`src/design/htsp_queue.sv`:
```
// Small register FIFO; the writer never pushes into a full queue.
module htsp_queue #(
    parameter int WIDTH = 32,
    parameter int DEPTH = 4,
    localparam int PW = $clog2(DEPTH),
    localparam int CW = PW + 1
) (
    input  logic             clk,
    input  logic             rst_n,
    input  logic             push,
    input  logic [WIDTH-1:0] push_data,
    input  logic             pop,
    output logic [WIDTH-1:0] pop_data,
    output logic             empty,
    output logic [CW-1:0]    count
);

    logic [WIDTH-1:0] mem [DEPTH];
    logic [PW-1:0]    wr_ptr_reg;
    logic [PW-1:0]    rd_ptr_reg;
    logic [CW-1:0]    count_reg;
    logic [CW-1:0]    count_next;
    logic             do_pop;

    assign empty    = (count_reg == '0);
    assign count    = count_reg;
    assign pop_data = mem[rd_ptr_reg];
    assign do_pop   = pop && !empty;

    always_comb
    begin
        count_next = count_reg;
        if (push && !do_pop)
        begin
            count_next = count_reg + CW'(1);
        end
        else if (!push && do_pop)
        begin
            count_next = count_reg - CW'(1);
        end
    end

    always_ff @(posedge clk)
    begin
        if (push)
        begin
            mem[wr_ptr_reg] <= push_data;
        end
    end

    always_ff @(posedge clk or negedge rst_n)
    begin
        if (!rst_n)
        begin
            wr_ptr_reg <= '0;
            rd_ptr_reg <= '0;
            count_reg  <= '0;
        end
        else
        begin
            if (push)
            begin
                wr_ptr_reg <= wr_ptr_reg + PW'(1);
            end
            if (do_pop)
            begin
                rd_ptr_reg <= rd_ptr_reg + PW'(1);
            end
            count_reg <= count_next;
        end
    end

endmodule

```
`config.mk`:
```
export PLATFORM = sky130hd
export DESIGN_NAME = htsp_queue
export DESIGN_NICKNAME = d
export VERILOG_FILES = /design/src/design/htsp_queue.sv
export SDC_FILE = /design/constraint.sdc
export NUM_CORES = 1
export LEC_CHECK = 0
export BUFFER_PORTS_ARGS = -buffer_cell sky130_fd_sc_hd__buf_2
export CAP_MARGIN = 20
export CORE_ASPECT_RATIO = 1.5
export CORE_UTILIZATION = 35
export DETAILED_ROUTE_END_ITERATION = 16
export HOLD_SLACK_MARGIN = 0.05
export SYNTH_ARGS = -nofsm -noshare
export SYNTH_HDL_FRONTEND = slang
export SYNTH_SLANG_ARGS = --single-unit
```
`constraint.sdc`:
```
create_clock -name clk -period 5.4 [get_ports clk]
set_input_delay 0.27 -clock clk [delete_from_list [all_inputs] [get_ports clk]]
set_output_delay 0.27 -clock clk [all_outputs]
set_load 0.02 [all_outputs]
```
==> results.sh, run 1 <==
export IMPL_dr_pass1_iters=4
export IMPL_io_pins=72
export IMPL_synth_seq_cells=135
export IMPL_mostFrequentLayoutCells="edfxtp_1, buf_2, mux4_2, clkbuf_16"
export IMPL_core_area_um2=14100
export IMPL_die_width_um=100
export IMPL_cts_setup_buffers=0
export IMPL_arrival_ps=2300
export IMPL_powerDensity_nw_per_um2=581
export IMPL_cp_start_kind="flip-flop"
export IMPL_relSlewSlack_pct=39.6
export IMPL_start_util_pct=36.0
export IMPL_leakagePower_nw=2.16
export IMPL_synth_seq_area_share_pct=79.4
export IMPL_netlist_instances=202
export IMPL_gr_total_overflow=0
export IMPL_largest_reg_flops=128
export IMPL_syn2layout_area_growth_pct=22.0
export IMPL_fin_nets=328
export IMPL_finalCritPeriodShare_pct=47.5
export IMPL_hpwl_mm=5.08
export IMPL_via_per_inst=4.55
export IMPL_skew_ps=4.28
export IMPL_grt_total_usage_pct=12.5
export IMPL_setup_tns_ps=0
export IMPL_gp_congestion=0.628
export IMPL_synth_nets=244
export IMPL_vias=2236
export IMPL_dp_slack_ps=3180
export IMPL_grt_pass1_vias=2466
export IMPL_fmax_mhz=390
export IMPL_yosysUniqueCellTypes=20
export IMPL_antenna_cells=0
export IMPL_dieArea_um2=14900
export IMPL_cts_made_buffers=17
export IMPL_grt_antenna_before_repair=1
export IMPL_clockBufferDepth=2
export IMPL_hp_class="in2reg"
export IMPL_avgSynthCellArea_um2=25.0
export IMPL_multiInputGateArea_um2=940
export IMPL_final_common_cell="edfxtp_1"
export IMPL_drtAntennaViolNets=0
export IMPL_fill_cells=1256
export IMPL_finalPower_mw=3.58
export IMPL_ir_worst_vdd_mv=0.236
export IMPL_clk_pin_slew_worst_paths_ps=60
export IMPL_worstMarginPinSlew_ps=906
export IMPL_maxCapViolations=0
export IMPL_drive_gt1_share_pct=46.2
export IMPL_clkSinkCount=135
export IMPL_fin_ws_ps=2830
export IMPL_drt_iter0_drc=64
export IMPL_die_h_um=149
export IMPL_grt_max_degree=34
export IMPL_cts_root_buffer="clkbuf_16"
export IMPL_ff_latch_area_um2=4020
export IMPL_cp_max_fo=23
export IMPL_insertion_delay_ps=410
export IMPL_critical_path_endpoint_type="output port"
export IMPL_holdWs_ps=70.5
export IMPL_grt_pass1_wl_mm=13.1
export IMPL_yosysWarningCount=0
export IMPL_std_cell_rows=53
export IMPL_min_period_ps=2570
export IMPL_critPathKind="reg2out"
export IMPL_syn_area_um2=5060
export IMPL_drv_slew=0
export IMPL_io_buffers=71
export IMPL_rsz0062_at_grt="no"
export IMPL_htreeDepth=4
export IMPL_critPathRequiredTime_ps=5130
export IMPL_run_status="completed"
export IMPL_routed_wl_mm=8.62
export IMPL_hold_viol_final=0
export IMPL_finalSetupViolations=0
export IMPL_remaining_drc_errors=0
export IMPL_cts_tree="done"
export IMPL_wl_per_cell_um=17.6
-- worst paths after layout --
kind	from	endpoint	slack, ps	depth (start not counted)
worst max-delay path	rd_ptr_reg[0]$_DFFE_PN0P_	pop_data[30]	2830	3
min in group asynchronous	rst_n	count[2]$_DFFE_PN0P_	230	2
worst min-delay path	push_data[22]	mem[1][22]$_DFFE_PP_	70	1
worst min register to register	count[2]$_DFFE_PN0P_	count[2]$_DFFE_PN0P_	500	1
max in group asynchronous	rst_n	rd_ptr_reg[0]$_DFFE_PN0P_	4990	2
worst max register to register	count[0]$_DFFE_PN0P_	count[2]$_DFFE_PN0P_	3260	8
-- cell families after synthesis --
| kind of cell | Yosys count | synth area share, % |
|---|---|---|
| compound gates | 1 | 0.0988 |
| mux | 33 | 14.8 |
| fa+ha+maj | 6 | 1.63 |
| flops | 135 | 79.4 |
| buf+inv | 12 | 2.08 |
| simple gates | 9 | 0.940 |
| xor+xnor | 6 | 1.04 |
-- synthesized netlist by cell type --
master	n	area share (%)
nand2_1	2	0.15
buf_12	3	1.2
xor2_1	3	0.52
edfxtp_1	128	76
clkbuf_1	1	0.074
and2_1	4	0.49
mux4_2	28	12
mux2_2	1	0.22
inv_1	4	0.30
fa_1	1	0.40
mux4_1	4	2.1
nand3_1	1	0.099
buf_6	1	0.22
ha_1	5	1.2
or3_1	1	0.12
o21ai_0	1	0.099
dfrtp_1	7	3.5
xnor2_1	3	0.52
nor2_1	1	0.074
buf_2	3	0.30
-- critical path, stage by stage (launching register included) --
cell and delay (ps):
dfrtp_2 600, buf_4 490, mux4_1 620, buf_2 180
-- power breakdown --
group          switching, mW  internal [mW]
sequential             0.130           1.38
clock                  0.429          0.680
combinational          0.547          0.417
total                   1.11           2.48
-- metrics by stage --
step	util, %	instances	cell area (um2)
final	43.9	491	6170
after CTS	43.9	491	6170
after floorplan	-	202	5060
after global placement	39.7	458	5580
after global routing	43.9	491	6170
after detailed placement	39.7	458	5580
-- cell type report --
class,instances,area share [%]
Timing Repair Buffer,73,6.04
Clock inverter,15,2.51
Clock buffer,17,6.90
Inverter,4,0.243
Multi-Input combinational cell,55,15.2
Tap cell,192,3.89
Sequential cell,135,65.2
-- layer usage --
| metal | GRT usage, % | share of wire (%) | vias up |
|---|---|---|---|
| li1 | - | - | 1015 |
| met1 | 13.5 | 39 | 1161 |
| met2 | 21.5 | 55 | 47 |
| met3 | 4.08 | 3.6 | 11 |
| met4 | 6.52 | 1.5 | 2 |
| met5 | 0 | 0.15 | - |
-- repair_timing --
item                      4_1_cts  5_1_grt
hold buffers                    1        0
hold endpoints to repair        7        0
resized for setup               0        0
Power figures use the tool's default switching activity.
==> run 2: changes to the inputs <==
==> constraint.sdc (replaced) <==
create_clock -name clk -period 2.2 [get_ports clk]
set_input_delay 0.11 -clock clk [delete_from_list [all_inputs] [get_ports clk]]
set_output_delay 0.11 -clock clk [all_outputs]
set_load 0.02 [all_outputs]
==> results.sh, run 2 (synthesis gave the netlist of run 1 again) <==
export IMPL_fmax_mhz=484
export IMPL_syn2layout_area_growth_pct=32.8
export IMPL_via_per_inst=4.52
export IMPL_critPathKind="reg2reg"
export IMPL_antenna_cells=0
export IMPL_io_buffers=71
export IMPL_cts_tree="done"
export IMPL_grt_max_degree=33
export IMPL_finalPower_mw=9.38
export IMPL_die_width_um=100
export IMPL_cp_start_kind="flip-flop"
export IMPL_std_cell_rows=53
export IMPL_grt_pass1_wl_mm=13.8
export IMPL_gp_congestion=0.656
export IMPL_io_pins=72
export IMPL_grt_antenna_before_repair=0
export IMPL_dieArea_um2=14900
export IMPL_dr_pass1_iters=4
export IMPL_largest_reg_flops=128
export IMPL_skew_ps=8.75
export IMPL_ir_worst_vdd_mv=0.782
export IMPL_final_cell_area_um2=6720
export IMPL_mostFrequentLayoutCells="edfxtp_1, buf_2, dlygate4sd3_1, mux4_2, clkbuf_16"
export IMPL_start_util_pct=36.0
export IMPL_critPathRequiredTime_ps=2520
export IMPL_finalCritPeriodShare_pct=94.0
export IMPL_powerDensity_nw_per_um2=1400
export IMPL_insertion_delay_ps=400
export IMPL_dp_slack_ps=56.3
export IMPL_critical_path_endpoint_type="flip-flop"
export IMPL_dpl_cell_area_um2=5680
export IMPL_die_h_um=149
export IMPL_grt_total_usage_pct=13.1
export IMPL_clk_pin_slew_worst_paths_ps=60
export IMPL_dp_cells=465
export IMPL_drtAntennaViolNets=0
export IMPL_holdWs_ps=75.0
export IMPL_clockBufferDepth=2
export IMPL_fill_cells=1219
export IMPL_relSlewSlack_pct=74.3
export IMPL_r2r_start="count[1]$_DFFE_PN0P_"
export IMPL_fin_ws_ps=132
export IMPL_drt_iter0_drc=110
export IMPL_remaining_drc_errors=0
export IMPL_arrival_ps=2390
export IMPL_finalSetupViolations=0
export IMPL_fin_util_pct=47.8
export IMPL_grt_pass1_vias=2633
export IMPL_routed_wl_mm=8.82
export IMPL_final_cells=533
export IMPL_drv_slew=0
export IMPL_fin_nets=370
export IMPL_vias=2410
export IMPL_hold_viol_final=0
export IMPL_core_area_um2=14100
export IMPL_min_period_ps=2070
export IMPL_hp_class="in2async"
export IMPL_clkSinkCount=135
export IMPL_cts_root_buffer="clkbuf_16"
export IMPL_gr_total_overflow=0
export IMPL_setup_tns_ps=0
export IMPL_leakagePower_nw=2.39
export IMPL_r2r_slack_ps=130
export IMPL_cts_made_buffers=17
export IMPL_maxCapViolations=0
export IMPL_hpwl_mm=5.23
export IMPL_wl_per_cell_um=16.5
export IMPL_run_status="completed"
export IMPL_htreeDepth=4
export IMPL_cp_max_fo=4
export IMPL_rsz0062_at_grt="no"
export IMPL_drive_gt1_share_pct=44.0
export IMPL_worstMarginPinSlew_ps=386
export IMPL_final_common_cell="edfxtp_1"
export IMPL_critPathLaunch="count[1]$_DFFE_PN0P_"
==> run 2: worst paths after layout <==
check                                            endpoint  cells after the start
worst max-delay path                 count[2]$_DFFE_PN0P_                      8
worst min-delay path                 count[1]$_DFFE_PN0P_                      2
worst max register to register       count[2]$_DFFE_PN0P_                      8
worst min register to register       count[2]$_DFFE_PN0P_                      1
max in group asynchronous       rd_ptr_reg[0]$_DFFE_PN0P_                      2
min in group clk                     mem[3][18]$_DFFE_PP_                      2
==> run 2: area by class of cell <==
type | instances | area, um2 | share of cell area, %
Sequential cell | 135 | 4020 | 59.9
Multi-Input combinational cell | 55 | 950 | 14.1
Timing Repair Buffer | 115 | 823 | 12.3
Clock buffer | 21 | 470 | 7.00
Tap cell | 192 | 240 | 3.58
Clock inverter | 11 | 195 | 2.91
Inverter | 4 | 15.0 | 0.224
==> run 2: report_power, final <==
group / total, mW / internal [mW] / switching, mW / leakage (nW)
clock network: 3.10 / 2.11 / 0.997 / 0.316
registers: 3.56 / 3.38 / 0.182 / 1.25
logic: 2.72 / 1.19 / 1.53 / 0.823
total: 9.38 / 6.67 / 2.70 / 2.39
==> run 2: timing repair <==
action	4_1_cts	5_1_grt
endpoints found under the hold margin	139	0
buffers inserted	0	1
endpoints found under the setup margin	0	1
hold buffers	35	0
resized for setup	0	4
==> run 2: worst max-delay path: stages, from the launching register on <==
cell	delay, ps
dfrtp_1	410
or3_4	390
nand2_2	90
ha_2	190
inv_1	50
fa_1	380
xor2_1	180
nor2_1	130
xor2_1	160
==> run 2: routing by layer <==
metal  wire (um)  GRT usage (%)  vias to the layer above
met2        4930           22.7                       48
met3         278           4.03                        7
met1        3480           14.6                     1257
met4         126           6.09                        0
li1            -              -                     1098
met5           0              0                        -
==> run 3: changes to the inputs <==
==> constraint.sdc (replaced) <==
create_clock -name clk -period 2.2 [get_ports clk]
set_input_delay 0.11 -clock clk [delete_from_list [all_inputs] [get_ports clk]]
set_output_delay 0.11 -clock clk [all_outputs]
set_load 0.01 [all_outputs]
==> results.sh, run 3 (synthesis gave the netlist of run 1 again) <==
export IMPL_vias=2465
export IMPL_ir_worst_vdd_mv=0.595
export IMPL_cts_root_buffer="clkbuf_16"
export IMPL_powerDensity_nw_per_um2=1300
export IMPL_gp_congestion=0.666
export IMPL_whs_path_depth=2
export IMPL_cp_start_kind="flip-flop"
export IMPL_critPathKind="reg2reg"
export IMPL_drive_gt1_share_pct=42.9
export IMPL_grt_pass1_wl_mm=13.9
export IMPL_maxCapViolations=0
export IMPL_finalSetupViolations=0
export IMPL_drv_slew=0
export IMPL_syn2layout_area_growth_pct=31.0
export IMPL_worstMarginPinSlew_ps=512
export IMPL_finalCritPeriodShare_pct=97.0
export IMPL_grt_total_usage_pct=13.2
export IMPL_clockBufferDepth=2
export IMPL_worst_r2r_path_depth=8
export IMPL_largest_reg_flops=128
export IMPL_leakagePower_nw=2.37
export IMPL_dieArea_um2=14900
export IMPL_start_util_pct=36.0
export IMPL_grt_max_degree=21
export IMPL_die_width_um=100
export IMPL_arrival_ps=2450
export IMPL_critPathRequiredTime_ps=2520
export IMPL_hp_class="in2reg"
export IMPL_run_status="completed"
export IMPL_cts_made_buffers=17
export IMPL_final_common_cell="edfxtp_1"
export IMPL_critical_path_endpoint_type="flip-flop"
export IMPL_dr_pass1_iters=4
export IMPL_via_per_inst=4.57
export IMPL_wl_per_cell_um=16.9
export IMPL_io_pins=72
export IMPL_gr_total_overflow=0
export IMPL_final_cell_area_um2=6630
export IMPL_grt_antenna_before_repair=0
export IMPL_std_cell_rows=53
export IMPL_dpl_cell_area_um2=5670
export IMPL_holdWs_ps=456
export IMPL_hold_viol_final=0
export IMPL_cp_max_fo=4
export IMPL_grt_pass1_vias=2683
export IMPL_relSlewSlack_pct=65.9
export IMPL_core_area_um2=14100
export IMPL_io_buffers=71
export IMPL_die_h_um=149
export IMPL_fmax_mhz=468
export IMPL_drtAntennaViolNets=0
export IMPL_final_cells=539
export IMPL_mostFrequentLayoutCells="edfxtp_1, buf_2, dlygate4sd3_1, mux4_2, clkbuf_16"
export IMPL_fin_nets=376
export IMPL_finalPower_mw=8.63
export IMPL_htreeDepth=4
export IMPL_clk_pin_slew_worst_paths_ps=60
export IMPL_drt_iter0_drc=51
export IMPL_cts_tree="done"
export IMPL_skew_ps=8.91
export IMPL_remaining_drc_errors=0
export IMPL_hpwl_mm=5.39
export IMPL_setup_tns_ps=0
export IMPL_antenna_cells=0
export IMPL_clkSinkCount=135
export IMPL_min_period_ps=2130
export IMPL_insertion_delay_ps=400
export IMPL_routed_wl_mm=9.11
export IMPL_dp_cells=468
-- run 3: cell count changes in the layout (fill, tap and decap cells not counted), sizes merged --
cell	delta
buf	+4
bufinv	-3
clkbuf	-1
clkinv	+5
clkinvlp	-1
dlygate4sd3	+2
-- run 3: metrics by stage --
stage	util (%)	setup WS (ps)
finish	47.1	65.3
global placement	40.3	164
global route	47.1	-7.19
CTS	47.0	34.6
detailed placement	40.3	0.868
floorplan	-	172
-- run 3: what timing repair did --
action / in CTS / in global routing
setup buffers: 1 / 1
hold buffers: 37 / 0
gates cloned: 0 / 0
setup endpoints to repair: 1 / 1
pin swaps: 0 / 0
endpoints found under the hold margin: 139 / 0
resized for setup: 1 / 2
-- run 3: worst max-delay path, cell delays in order (launching register included) --
cell and delay, ps:
dfrtp_2 430, or3_4 380, nand2_1 120, ha_2 190, inv_1 50, fa_1 390, xor2_1 180, nor2_1 120
xor2_1 180
-- run 3: where the power goes --
| part | switching [mW] | leakage (nW) | internal (mW) | total [mW] |
|---|---|---|---|---|
| Sequential | 0.205 | 1.25 | 3.38 | 3.58 |
| Combinational | 1.21 | 0.845 | 1.18 | 2.39 |
| Clock | 0.994 | 0.269 | 1.66 | 2.66 |
| Total | 2.41 | 2.37 | 6.22 | 8.63 |
-- run 3: worst paths after layout --
| check | from | endpoint | slack [ps] |
|---|---|---|---|
| min reg2reg | wr_ptr_reg[0]$_DFFE_PN0P_ | wr_ptr_reg[0]$_DFFE_PN0P_ | 530 |
| max reg2reg | count[1]$_DFFE_PN0P_ | count[2]$_DFFE_PN0P_ | 70 |
| min in group asynchronous | rst_n | count[2]$_DFFE_PN0P_ | 620 |
| max in group asynchronous | rst_n | count[1]$_DFFE_PN0P_ | 750 |
| min | push_data[14] | mem[2][14]$_DFFE_PP_ | 460 |
| max | count[1]$_DFFE_PN0P_ | count[2]$_DFFE_PN0P_ | 70 |
-- run 3: routing by layer --
layer  up-vias  wire length [um]  track usage (%)
met5         -                 0                0
met4         0               172             6.30
met3        10               312             3.47
met2        57              5000             23.4
met1      1286              3630             14.6
li1       1112                 -                -
-- run 3: final cells by class --
| type | count | area, um2 |
|---|---|---|
| repair buffers | 121 | 836 |
| clock inverters | 12 | 128 |
| fillers | 1228 | 7430 |
| multi-input cells | 55 | 947 |
| inverters | 4 | 15.0 |
| clock buffers | 20 | 437 |
| well taps | 192 | 240 |
| flip-flops and latches | 135 | 4020 |
